### config.mk
export PLATFORM = sky130hd
export DESIGN_NAME = urst_queue
export DESIGN_NICKNAME = d
export VERILOG_FILES = /design/src/urst_pkg.sv /design/src/urst_queue.sv
export SDC_FILE = /design/constraint.sdc
export NUM_CORES = 1
export LEC_CHECK = 0
export BUFFER_PORTS_ARGS = -buffer_cell sky130_fd_sc_hd__buf_2
export CORE_UTILIZATION = 25
export DETAILED_ROUTE_END_ITERATION = 7
export SLEW_MARGIN = 20
export SYNTH_ARGS = -nofsm -noshare
export SYNTH_HDL_FRONTEND = slang
export SYNTH_SLANG_ARGS = --single-unit
### constraint.sdc
create_clock -name clk -period 14 [get_ports clk]
set_input_delay 0.7 -clock clk [delete_from_list [all_inputs] [get_ports clk]]
set_output_delay 0.7 -clock clk [all_outputs]
set_load 0.005 [all_outputs]
### src/urst_pkg.sv
// shared types and constants of the udp relay session table
package urst_pkg;

    localparam int TABLE_ENTRIES_DEF = 256;
    localparam int QUEUE_DEPTH = 2;

    // command codes
    localparam logic [2:0] CMD_ADD_V4  = 3'd0;
    localparam logic [2:0] CMD_ADD_V6  = 3'd1;
    localparam logic [2:0] CMD_LOOKUP  = 3'd2;
    localparam logic [2:0] CMD_INBOUND = 3'd3;
    localparam logic [2:0] CMD_EXPIRE  = 3'd4;

    // status codes
    localparam logic [2:0] ST_OK     = 3'd0;
    localparam logic [2:0] ST_DUP    = 3'd1;
    localparam logic [2:0] ST_FULL   = 3'd2;
    localparam logic [2:0] ST_NOSESS = 3'd3;
    localparam logic [2:0] ST_SHORT  = 3'd4;

    // header lengths and address types
    localparam logic [8:0] HDR_V4 = 9'd10;
    localparam logic [8:0] HDR_V6 = 9'd22;
    localparam logic [8:0] HDR_DOMAIN_BASE = 9'd7;
    localparam logic [7:0] ATYP_V6     = 8'h04;
    localparam logic [7:0] ATYP_DOMAIN = 8'h03;

    // configuration register indexes and resets
    localparam logic [7:0]  CFG_IDLE_TIMEOUT = 8'd0;
    localparam logic [7:0]  CFG_RELAY_PORT   = 8'd1;
    localparam logic [31:0] IDLE_RESET       = 32'd120000;

    typedef enum logic [2:0] {
        OP_ADD,
        OP_LOOKUP,
        OP_INBOUND,
        OP_EXPIRE,
        OP_NONE
    } op_t;

    // classified word passed from front to back
    typedef struct packed {
        op_t         op;
        logic        is_v6;
        logic [31:0] now_ms;
        logic [31:0] cli_addr;
        logic [15:0] cli_port;
        logic [63:0] dest_high;
        logic [63:0] dest_low;
        logic [15:0] dst_port;
        logic [31:0] proxy_addr;
        logic [15:0] proxy_port;
        logic [7:0]  slot;
        logic [15:0] datagram_len;
        logic [8:0]  in_hl;
        logic        in_short;
    } item_t;

    typedef struct packed {
        logic  valid;
        item_t item;
    } push_t;

    // result word
    typedef struct packed {
        logic [2:0]  status;
        logic [7:0]  hit_slot;
        logic [15:0] assigned_port;
        logic [8:0]  hdr_len;
        logic [63:0] out_dest_high;
        logic [63:0] out_dest_low;
        logic [15:0] out_dest_port;
        logic        out_is_ipv6;
        logic [31:0] peer_ip;
        logic [15:0] peer_port;
        logic [16:0] forward_len;
        logic [8:0]  expired_count;
    } result_t;

endpackage

### src/urst_queue.sv
// short queue between front and back
module urst_queue (
    input  logic            clk,
    input  logic            rst_n,
    input  urst_pkg::push_t push,
    input  logic            pop,
    output urst_pkg::item_t head,
    output logic            empty,
    output logic            full
);
    import urst_pkg::*;

    localparam int PTR_W = (QUEUE_DEPTH > 1) ? $clog2(QUEUE_DEPTH) : 1;
    localparam int CNT_W = $clog2(QUEUE_DEPTH + 1);

    item_t            slots_reg [QUEUE_DEPTH];
    logic [PTR_W-1:0] wr_ptr_reg;
    logic [PTR_W-1:0] rd_ptr_reg;
    logic [CNT_W-1:0] count_reg;

    assign empty = (count_reg == '0);
    assign full  = (count_reg == CNT_W'(QUEUE_DEPTH));
    assign head  = slots_reg[rd_ptr_reg];

    // pointers and fill count
    always_ff @(posedge clk or negedge rst_n)
    begin
        if (!rst_n)
        begin
            wr_ptr_reg <= '0;
            rd_ptr_reg <= '0;
            count_reg  <= '0;
        end
        else
        begin
            if (push.valid)
                wr_ptr_reg <= (wr_ptr_reg == PTR_W'(QUEUE_DEPTH - 1)) ? '0 : wr_ptr_reg + 1'b1;
            if (pop)
                rd_ptr_reg <= (rd_ptr_reg == PTR_W'(QUEUE_DEPTH - 1)) ? '0 : rd_ptr_reg + 1'b1;
            if (push.valid && !pop)
                count_reg <= count_reg + 1'b1;
            else if (pop && !push.valid)
                count_reg <= count_reg - 1'b1;
        end
    end

    // word storage
    always_ff @(posedge clk)
    begin
        if (push.valid)
            slots_reg[wr_ptr_reg] <= push.item;
    end

endmodule

==> flow_summary.json <==
{
  "htreeDepth": 3,
  "clk_path_buf_depth": 3,
  "hold_class": "in -> reg",
  "ys.warnings.count": 0,
  "critical_path.slowest_cell": "dfrtp_4",
  "nNetsFinal": 1974,
  "gp_congestion": 0.819,
  "die_x_um": 312,
  "ys_seq_area_share_pct": 77.8,
  "cts_setup_buffers": 0,
  "drive_above_1_share_pct": 61.3,
  "port_buffers": 625,
  "synth_seq_cells": 624,
  "leakagePower_nw": 12.0,
  "path_class": "reg -> out",
  "netlist_instances": 981,
  "worstPathArrival_ns": 4.93,
  "worstSetupPathDepth": 5,
  "cp_top_family": "buffers and inverters",
  "hpwl_um": 38500,
  "path_clk_slew_ns": 0.06,
  "wl_per_cell_um": 18.5,
  "antenna_found_initial": 20,
  "largest_reg_flops": 620,
  "drc": 0,
  "vias": 11700,
  "via_per_inst": 3.90,
  "fp.dieH_um": 312,
  "min_path_cells": 1,
  "fin_ws_ns": 8.37,
  "grt_max_degree": 77,
  "hold_viol": 0,
  "grt_pass1_vias": 12700,
  "final-setup-viol-count": 0,
  "peakVddDrop_mv": 0.127,
  "drt_iter0_markers": 622,
  "hold_ws_ns": 0.266,
  "r2r_start": "wr_ptr_reg",
  "syn_avg_cell_area_sq_um": 24.5,
  "final_max_slew_viol_count": 0,
  "hold_end": "slots_reg[0][280]",
  "relSlewSlack_pct": 27.9,
  "routed_wl_um": 55100,
  "r2r_slack_ns": 10.60,
  "start_util_pct": 25.3,
  "cap_violations": 0,
  "dieArea_sq_mm": 0.0974,
  "root_buffer": "clkbuf_16",
  "min_from": "push[280]",
  "post-place-ws_ns": 8.85,
  "areaGrowthSynthToFinish_pct": 26.7,
  "syn-cell-area_sq_mm": 0.0240,
  "cp_max_fo": 58,
  "ios": 626,
  "grt_pass1_wl_um": 79000,
  "path_buf_inv": 4,
  "grt_setup_unrepaired": "no",
  "worstSetupEndpointType": "output port",
  "worstSkewPairLatency_ns": 0.62,
  "power_density_mw_per_mm2": 201,
  "max_freq_mhz": 178,
  "grt_use_total_pct": 10.9,
  "crit_top_cell": "buf_4",
  "drtPass1Iterations": 4,
  "cts_buffers": 71,
  "std_cell_rows": 113,
  "synthesis.nets": 1296,
  "cp.required_ns": 13.30,
  "skew_ns": 0.0295,
  "max_stage_delay_ns": 1.10,
  "r2r_end": "slots_reg[0][199]",
  "synth_cell_types": 14,
  "fillCellCount": 9217,
  "grt_overflow": 0,
  "crit_path_start_kind": "flip-flop",
  "period_share_pct": 40.2,
  "reg2reg_depth": 4,
  "period_needed_ns": 5.63,
  "tightest_slew_ns": 1.08,
  "clock_sinks": 624,
  "coreArea_sq_mm": 0.0952,
  "tritoncts": "done",
  "postRouteAntennaNets": 0,
  "worstPathCellList": "buf_4 > buf_4 > buf_4 > mux2_2 > buf_2",
  "status": "completed",
  "tns_ns": 0
}
[how the worst max path moves through the flow]
stage,slack (ns),endpoint,start
2_1_floorplan,4.79,slots_reg[0][0],push[310]
3_3_place_gp,8.98,head[289],rd_ptr_reg
3_5_place_dp,8.85,head[289],rd_ptr_reg
4_1_cts,8.10,head[289],rd_ptr_reg
5_1_grt,7.99,head[289],rd_ptr_reg
6_report,8.37,head[289],rd_ptr_reg
[routing by layer]
metal,GRT usage (%),vias up,wire length (um),share of wire [%]
met5,0,-,99,0.18
met4,4.60,14,1830,3.3
met3,4.87,113,4820,8.7
met2,19.7,425,29000,53
met1,10.7,5798,19300,35
li1,-,5300,-,-
[through the flow]
step / total power [mW] / instances / utilization [%] / instance area (sq um)
2_1_floorplan: 4.01 / 981 / - / 24000
3_3_place_gp: 4.42 / 2850 / 29.7 / 28200
3_5_place_dp: 4.45 / 2850 / 29.7 / 28200
4_1_cts: 6.26 / 2974 / 32.0 / 30400
5_1_grt: 6.43 / 2983 / 32.0 / 30500
6_report: 6.14 / 2985 / 32.0 / 30500
[worst register-to-register path: stages (launching register included)]
cell     delay, ns
dfrtp_1       0.43
nor2b_4       0.32
buf_4         0.52
buf_4         0.77
buf_4         0.89
[cells in the final DEF, fill, tap and decap left out, types with 2 or more instances in the layout]
master	count
buf_2	625
buf_4	13
bufinv_16	4
clkbuf_1	12
clkbuf_16	75
clkinv_1	15
clkinv_2	6
clkinvlp_4	3
dfrtp_1	3
diode_2	11
edfxtp_1	620
inv_6	7
mux2_2	20
mux2_4	290
nor2_1	2
xor2_1	4
[kinds of logic (layout without fill, tap and decap cells)]
kind of cell | after synthesis | after routing | synth area share [%]
XOR/XNOR | 5 | 5 | 0.182
adder cells (fa/ha/maj) | 1 | 1 | 0.0520
buffers and inverters | 36 | 764 | 2.77
other | 0 | 11 | 0
multiplexers | 310 | 310 | 19.0
AND/OR/NAND/NOR | 5 | 5 | 0.109
flip-flops | 624 | 624 | 77.8
[repair_timing]
action | CTS | global route
hold endpoints to repair | 4 | 0
resized for setup | 0 | 0
hold buffers | 1 | 0
[synth_stat cells]
cell | count | area share, %
and2_1 | 1 | 0.026
xnor2_1 | 1 | 0.036
buf_6 | 1 | 0.047
buf_2 | 2 | 0.042
buf_12 | 32 | 2.7
dfrtp_1 | 4 | 0.42
mux2_2 | 20 | 0.94
nor2b_1 | 2 | 0.052
edfxtp_1 | 620 | 77
inv_1 | 1 | 0.016
nor2_1 | 2 | 0.031
mux2_4 | 290 | 18
xor2_1 | 4 | 0.15
ha_1 | 1 | 0.052
[report_power, final]
group | leakage (nW) | switching (mW) | internal [mW]
Sequential | 5.86 | 0.145 | 2.48
Combinational | 5.05 | 0.800 | 0.937
Clock | 1.08 | 0.721 | 1.05
Total | 12.0 | 1.67 | 4.47
[cell type report]
class	instances	area (sq um)	area share, %
Tap cell	1265	1580	5.19
Timing Repair Buffer	640	3250	10.7
Clock buffer	87	1920	6.31
Sequential cell	624	18700	61.4
Multi-Input combinational cell	321	4670	15.3
Clock inverter	36	299	0.981
Antenna cell	11	27.5	0.0903
Inverter	1	3.75	0.0123
Power figures use the tool's default switching activity.
