===== config.mk =====
export PLATFORM = sky130hd
export DESIGN_NAME = urst_front
export DESIGN_NICKNAME = d
export VERILOG_FILES = /design/src/urst_pkg.sv /design/src/urst_front.sv
export SDC_FILE = /design/constraint.sdc
export NUM_CORES = 1
export LEC_CHECK = 0
export ABC_AREA = 0
export CORE_AREA = 2 2 248 250
export DETAILED_ROUTE_END_ITERATION = 8
export DIE_AREA = 0 0 250 252
export DONT_BUFFER_PORTS = 1
export PLACE_DENSITY = 0.3
export SLEW_MARGIN = 20
export SYNTH_ARGS = -nofsm -noshare
export SYNTH_HDL_FRONTEND = slang
export SYNTH_SLANG_ARGS = --single-unit

===== constraint.sdc =====
create_clock -name vclk -period 5
set_input_delay 0 -clock vclk [all_inputs]
set_output_delay 0 -clock vclk [all_outputs]
set_load 0.005 [all_outputs]

===== src/urst_pkg.sv =====
// shared types and constants of the udp relay session table
package urst_pkg;

    localparam int TABLE_ENTRIES_DEF = 256;
    localparam int QUEUE_DEPTH = 2;

    // command codes
    localparam logic [2:0] CMD_ADD_V4  = 3'd0;
    localparam logic [2:0] CMD_ADD_V6  = 3'd1;
    localparam logic [2:0] CMD_LOOKUP  = 3'd2;
    localparam logic [2:0] CMD_INBOUND = 3'd3;
    localparam logic [2:0] CMD_EXPIRE  = 3'd4;

    // status codes
    localparam logic [2:0] ST_OK     = 3'd0;
    localparam logic [2:0] ST_DUP    = 3'd1;
    localparam logic [2:0] ST_FULL   = 3'd2;
    localparam logic [2:0] ST_NOSESS = 3'd3;
    localparam logic [2:0] ST_SHORT  = 3'd4;

    // header lengths and address types
    localparam logic [8:0] HDR_V4 = 9'd10;
    localparam logic [8:0] HDR_V6 = 9'd22;
    localparam logic [8:0] HDR_DOMAIN_BASE = 9'd7;
    localparam logic [7:0] ATYP_V6     = 8'h04;
    localparam logic [7:0] ATYP_DOMAIN = 8'h03;

    // configuration register indexes and resets
    localparam logic [7:0]  CFG_IDLE_TIMEOUT = 8'd0;
    localparam logic [7:0]  CFG_RELAY_PORT   = 8'd1;
    localparam logic [31:0] IDLE_RESET       = 32'd120000;

    typedef enum logic [2:0] {
        OP_ADD,
        OP_LOOKUP,
        OP_INBOUND,
        OP_EXPIRE,
        OP_NONE
    } op_t;

    // classified word passed from front to back
    typedef struct packed {
        op_t         op;
        logic        is_v6;
        logic [31:0] now_ms;
        logic [31:0] cli_addr;
        logic [15:0] cli_port;
        logic [63:0] dest_high;
        logic [63:0] dest_low;
        logic [15:0] dst_port;
        logic [31:0] proxy_addr;
        logic [15:0] proxy_port;
        logic [7:0]  slot;
        logic [15:0] datagram_len;
        logic [8:0]  in_hl;
        logic        in_short;
    } item_t;

    typedef struct packed {
        logic  valid;
        item_t item;
    } push_t;

    // result word
    typedef struct packed {
        logic [2:0]  status;
        logic [7:0]  hit_slot;
        logic [15:0] assigned_port;
        logic [8:0]  hdr_len;
        logic [63:0] out_dest_high;
        logic [63:0] out_dest_low;
        logic [15:0] out_dest_port;
        logic        out_is_ipv6;
        logic [31:0] peer_ip;
        logic [15:0] peer_port;
        logic [16:0] forward_len;
        logic [8:0]  expired_count;
    } result_t;

endpackage


===== src/urst_front.sv =====
// front end: accepts input words and classifies commands
module urst_front (
    input  logic           in_valid,
    output logic           in_stall,
    input  logic [2:0]     command,
    input  logic [31:0]    now_ms,
    input  logic [31:0]    cli_addr,
    input  logic [15:0]    cli_port,
    input  logic [63:0]    dest_high,
    input  logic [63:0]    dest_low,
    input  logic [15:0]    dst_port,
    input  logic [31:0]    proxy_addr,
    input  logic [15:0]    proxy_port,
    input  logic [7:0]     slot,
    input  logic [15:0]    datagram_len,
    input  logic [15:0]    header_bytes,
    input  logic           q_full,
    output urst_pkg::push_t push
);
    import urst_pkg::*;

    logic [7:0] atyp;
    logic [8:0] parsed_hl;
    logic       short_len;
    logic       short_hl;
    logic       is_v6;

    assign in_stall = q_full;
    assign atyp     = header_bytes[15:8];
    assign is_v6    = (command == CMD_ADD_V6);

    // inbound header length by address type
    always_comb
    begin
        if (atyp == ATYP_V6)
            parsed_hl = HDR_V6;
        else if (atyp == ATYP_DOMAIN)
            parsed_hl = HDR_DOMAIN_BASE + {1'b0, header_bytes[7:0]};
        else
            parsed_hl = HDR_V4;
    end

    assign short_len = (datagram_len <= {7'b0, HDR_V4});
    assign short_hl  = (datagram_len <= {7'b0, parsed_hl});

    // command decode and payload shaping
    always_comb
    begin
        push.valid = in_valid && !q_full;
        unique case (command)
            CMD_ADD_V4, CMD_ADD_V6: push.item.op = OP_ADD;
            CMD_LOOKUP:             push.item.op = OP_LOOKUP;
            CMD_INBOUND:            push.item.op = OP_INBOUND;
            CMD_EXPIRE:             push.item.op = OP_EXPIRE;
            default:                push.item.op = OP_NONE;
        endcase
        push.item.is_v6        = is_v6;
        push.item.now_ms       = now_ms;
        push.item.cli_addr     = cli_addr;
        push.item.cli_port     = cli_port;
        push.item.dest_high    = is_v6 ? dest_high : 64'b0;
        push.item.dest_low     = is_v6 ? dest_low : {32'b0, dest_low[31:0]};
        push.item.dst_port     = dst_port;
        push.item.proxy_addr   = proxy_addr;
        push.item.proxy_port   = proxy_port;
        push.item.slot         = slot;
        push.item.datagram_len = datagram_len;
        push.item.in_hl        = short_len ? 9'b0 : parsed_hl;
        push.item.in_short     = short_len || short_hl;
    end

endmodule


==> results of run 1 <==
[power breakdown]
| part | internal [W] | total [W] | switching [W] |
|---|---|---|---|
| combinational | 0.0000220 | 0.0000556 | 0.0000336 |
| sequential | 0 | 0 | 0 |
| clock | 0.000000000243 | 0.000000000243 | 0 |
| total | 0.0000220 | 0.0000556 | 0.0000336 |
[layout by cell type, fill, tap and decap left out, drive strengths merged]
| cell type | instances |
|---|---|
| a2111oi | 2 |
| a21boi | 2 |
| a21o | 2 |
| a21oi | 3 |
| a221o | 1 |
| and2 | 97 |
| and3 | 1 |
| buf | 1 |
| diode | 9 |
| ha | 10 |
| inv | 4 |
| nand2 | 9 |
| nand2b | 1 |
| nand3 | 3 |
| nand4 | 2 |
| nor2 | 10 |
| nor2b | 4 |
| nor3 | 5 |
| nor3b | 3 |
| nor4 | 2 |
| o211ai | 1 |
| o21a | 2 |
| o21ai | 5 |
| o32ai | 1 |
| or2 | 1 |
| or3 | 1 |
| or4 | 3 |
| or4b | 1 |
| xnor2 | 2 |
| xor2 | 2 |
[per-layer routing]
metal | vias up | wire length [um] | global-route usage, %
met4 | 12 | 649 | 1.52
li1 | 623 | - | -
met2 | 393 | 11100 | 12.1
met5 | - | 78 | 0
met3 | 74 | 4060 | 5.21
met1 | 711 | 2720 | 2.17
[cell type report]
type               count  area share (%)
well taps            782            44.5
multi-input cells    176            53.5
diodes                 9            1.02
repair buffers         1           0.341
inverters              4           0.683
[worst paths after layout]
check,end,startpoint,slack [ns]
worst min-delay path,push[235],cli_port[9],0.000002
worst max-delay path,push[0],header_bytes[13],2.12
[through the flow]
| stage | area (um2) | worst slack [ns] | util [%] | power, W | hold WS (ns) |
|---|---|---|---|---|---|
| global route | 2190 | 1.75 | 3.64 | 0.0000619 | 0.00000802 |
| finish | 2200 | 2.12 | 3.66 | 0.0000556 | 0.00000201 |
| global placement | 2180 | 2.17 | 3.62 | 0.0000585 | 0.0000346 |
| CTS | 2180 | 2.03 | 3.62 | 0.0000579 | 0.0000346 |
| floorplan | 2740 | 2.69 | - | 0.000173 | 0.0302 |
| detailed placement | 2180 | 2.05 | 3.62 | 0.0000574 | 0.0000346 |
[critical path, stage by stage]
cell	delay [ns]
or4_4	0.56
nor4_1	0.71
o21ai_0	0.32
ha_1	0.39
a21oi_1	0.15
nand2_1	0.06
a2111oi_0	0.43
a221o_1	0.25
[kinds of logic after synthesis]
logic type,count (synthesis)
buffers and inverters,216
and+or+nand+nor,143
AOI/OAI and AO/OA,19
adders and majority gates,10
xor gates and xnor gates,4
==> key figures, run 1 <==
Logic synthesis
  • Area share of fa/ha/maj cells after synthesis: between 4 and 5%
  • Combinational family with the most area after synthesis: buffers and inverters
  • Synth Instances: 392
  • Synth Area in Compound Gates: between 5 and 6%
  • Post-synthesis mux area share: 0%
  • Leading area contributor after synthesis: buf_4
  • Yosys top cell area share: 55.3%
  • Yosys warnings: 0
  • Synth Area in Simple Gates: 31.5%
  • Mapped Area: 2740 um2
  • Top cells by area, synth: buf_4 55%, and2_1 22%, ha_1 4.6%, clkbuf_1 1.4%, nand2_1 1.2%
  • Top-count cell post-synth: buf_4
  • Synth cell types: 33
  • Commonest cells post-synth: 202 x buf_4, 97 x and2_1, 10 x clkbuf_1, 10 x ha_1
  • Syn avg cell area: 6.99 um2
  • Mapped Nets: 719
  • Post-Synth XOR/XNOR Area: 1.28%
  • Register area share after synthesis: 0%

Setup path
  • Arr. time, crit path: 2.88 ns
  • Critical path class: in2out
  • CP endpoint kind: output port
  • Kind of start point of the critical path: input pin
  • Worst-path fanout max: 6
  • Worst Path Required: 5.00 ns

Detailed routing
  • Routed WL per cell: 19.1 um
  • 1st-iter DRT viols: 36
  • Via density: 1.87
  • DRT antenna net count: 0
  • Detailed-route via count: ~1800
  • # DRC: 0
  • Drt total wl: 18600 um
  • Pre-antenna DRT Iters: 3

Layout
  • CLK BUF: 0
  • Fraction of layout instances using a drive strength above 1: 4.97%
  • Non-filler cells, final: 972
  • Final Net Count: slightly above 500
  • Seq_cells: 0
  • Storage element area: 0 um2
  • Area Growth Syn to Fin: -19.7%
  • # fillers: roughly 7200
  • Multi-input logic area: 1180 um2

Timing
  • Final hold violation count: 0
  • Max_slew headroom: 44.0%
  • Maximum clock rate: 347 MHz
  • RSZ-0062 raised after global routing: false
  • Worst-Margin Slew: 0.833 ns
  • Slew Viols, Final: 0
  • Setup TNS: 0 ns
  • Final setup viols: 0
  • Final Critical Period: 2.88 ns
  • Tcrit/Tclk final: 57.6%

Global routing
  • Grt ovf: 0
  • Largest net degree at the start of global routing: 86
  • Vias in the first global route: 1805
  • Initial antenna violation count: 16
  • GRT Total Usage: roughly 5.4%
  • First-pass GRT wire length: 21800 um

Floorplanning
  • Starting density of the core: 4.56%
  • Core ar.: 60100 um2
  • Die area: roughly 63000 um2
  • Number of cell rows: 90
  • Die X: 250 um
  • Die height: 252 um
  • Io pins: 629

Placed design
  • Hpwl dp: about 18000 um
  • Port Buffers: 0
  • Routability cong.: 0.898
  • Post-placement cell count: around 960

Clock network
  • CTS Hold Buffers Added: 0
  • Post-CTS Setup Bufs: 0
  • # resized after CTS: 0

Status
  • Status: finished, final reports clean

Power and ir drop
  • Pwr dens: 25.3 nW/um2
  • Pleak: 0.521 nW
  • Worst vdd ir: around 0.01 mV

Flow run
  • Max_cap viols: 0

Hold path
  • Worst Hold Depth: 0
  • Hold crit path type: in2out
Note: power is estimated with default switching activity, not from simulation.
==> run 2: changes to the inputs <==
==> constraint.sdc (replaced) <==
create_clock -name vclk -period 2.98
set_input_delay 0 -clock vclk [all_inputs]
set_output_delay 0 -clock vclk [all_outputs]
set_load 0.005 [all_outputs]
==> run 2 against run 1 <==
  * Hold slack hardly changed
  * Utilization hardly changed
  * Global-route usage hardly changed
  * First-iteration DRC count is 25% higher
  * Combinational power is 71% higher
  * Worst setup slack worse by 1.6 ns
  * Flip-flop and latch count stayed put
  * Cell count is 0.31% lower
  * Via count is 1.9% higher
  * Routed wire length is 0.41% higher
==> key figures, run 2 (same netlist as run 1, synthesis figures left out) <==
Timing
  • Setup TNS: 0 ns (unchanged)
  • Hold Slack: 0.00000202 ns (+0.00000000149 ns)
  • Worst-Margin Slew: 0.653 ns (-0.180 ns)
  • Slew Viols, Final: 0 (unchanged)
  • Final setup viols: 0 (unchanged)
  • Final hold violation count: 0 (unchanged)
  • Maximum clock rate: 414 MHz
  • Max_slew headroom: 56.5% (+12 points)
  • Final Critical Period: between 2 and 2.5 ns
  • Tcrit/Tclk final: between 80% and 90%
  • RSZ-0062 raised after global routing: false

Floorplanning
  • Die height: 252 um (unchanged)
  • Number of cell rows: 90 (unchanged)
  • Io pins: 629 (unchanged)
  • Starting density of the core: 4.56% (unchanged)
  • Die area: 63000 um2 (unchanged)
  • Die X: 250 um (unchanged)
  • Core ar.: 60100 um2 (unchanged)

Clock network
  • # resized after CTS: 0 (unchanged)
  • CTS Hold Buffers Added: 0 (unchanged)
  • Post-CTS Setup Bufs: 0 (unchanged)

Layout
  • Final Net Count: 511 (+0.20%)
  • Most frequent cells in the layout: 97 x and2_1, 10 x ha_1, 9 x nand2_1, 9 x nor2_1
  • Seq_cells: 0 (unchanged)
  • CLK BUF: 0 (unchanged)
  • Fraction of layout instances using a drive strength above 1: 5.49% (+0.52 points)
  • Area Growth Syn to Fin: -19.8%
  • Storage element area: 0 um2 (unchanged)
  • Leading cell type in the layout, fill and taps excluded: and2_1

Detailed routing
  • Via density: 1.91 (+2.2%)
  • # DRC: 0 (unchanged)
  • 1st-iter DRT viols: 45 (+25%)
  • Pre-antenna DRT Iters: 4 (+1)
  • Detailed-route via count: 1847 (+1.9%)
  • Routed WL per cell: 19.3 um (+0.72%)
  • Drt total wl: 18700 um (+0.41%)
  • DRT antenna net count: 0 (unchanged)

Hold path
  • Hold crit path type: in2out
  • Worst Hold Depth: 0 (unchanged)

Setup path
  • Kind of start point of the critical path: input pin
  • Worst-path fanout max: 6 (unchanged)
  • CP endpoint kind: output port
  • Critical path class: in2out
  • Arr. time, crit path: 2.41 ns (-0.47 ns)
  • Worst Path Required: 2.98 ns (-2.02 ns)

Global routing
  • Vias in the first global route: 1801 (-0.22%)
  • Initial antenna violation count: 15 (-1)
  • First-pass GRT wire length: 21700 um (-0.88%)
  • Largest net degree at the start of global routing: 86 (unchanged)
  • Grt ovf: 0 (unchanged)
  • GRT Total Usage: 5.37% (-0.042 points)

Status
  • Status: finished, final reports clean

Placed design
  • Hpwl dp: 17700 um (-0.11%)
  • Port Buffers: 0 (unchanged)
  • Routability cong.: 0.906 (+0.91%)

Power and ir drop
  • Pleak: 0.527 nW (+1.0%)
  • Pwr dens: 43.3 nW/um2 (+71%)
  • Worst vdd ir: 0.0169 mV (+69%)

Flow run
  • Max_cap viols: 0 (unchanged)
run 2: cell types whose count changed in the layout (fill, tap and decap cells not counted):
cell	previous run	this run
buf_4	1	2
diode_2	9	5
run 2: power by group:
part           leakage [nW]        total, W    internal (W)  switching (W)
registers                 0               0               0              0
clock network     0.0000317  0.000000000225  0.000000000225              0
logic                 0.527       0.0000951       0.0000370      0.0000581
total                 0.527       0.0000951       0.0000370      0.0000581
run 2: final cells by class:
cell class | count | area, um2
Antenna cell | 5 | 12.5
Fill cell | 7229 | 57900
Inverter | 4 | 15.0
Multi-Input combinational cell | 176 | 1180
Tap cell | 782 | 978
Timing Repair Buffer | 2 | 15.0
run 2: through the flow:
| stage | instances | instance area, um2 | setup WS (ns) | power [W] | utilization [%] |
|---|---|---|---|---|---|
| detailed placement | 964 | 2180 | 0.505 | 0.0000986 | 3.63 |
| global route | 966 | 2190 | 0.377 | 0.000106 | 3.64 |
| floorplan | 392 | 2740 | 0.673 | 0.000290 | - |
| global placement | 964 | 2180 | 0.617 | 0.0000995 | 3.63 |
| finish | 969 | 2200 | 0.567 | 0.0000951 | 3.65 |
| CTS | 964 | 2180 | 0.490 | 0.0000995 | 3.63 |
run 2: path summary, 6_finish.rpt:
kind,startpoint,to
setup / recovery,header_bytes[13],push[0]
hold / removal,dest_low[29],push[127]
run 2: per-layer routing:
| metal | vias to the layer above | part of all wire [%] | wire length, um | GRT usage, % |
|---|---|---|---|---|
| met2 | 396 | 59 | 10900 | 11.9 |
| met4 | 14 | 4.2 | 780 | 1.57 |
| li1 | 616 | - | - | - |
| met5 | - | 0.47 | 88 | 0 |
| met1 | 739 | 15 | 2860 | 2.18 |
| met3 | 82 | 21 | 4000 | 5.13 |
run 2: worst max-delay path, stage by stage:
cell and delay, ns:
or4_4 0.56, nor4_1 0.30, buf_4 0.21, o21ai_0 0.13, ha_1 0.33, a21oi_1 0.16, nand2_1 0.07, a2111oi_0 0.40
a221o_1 0.25
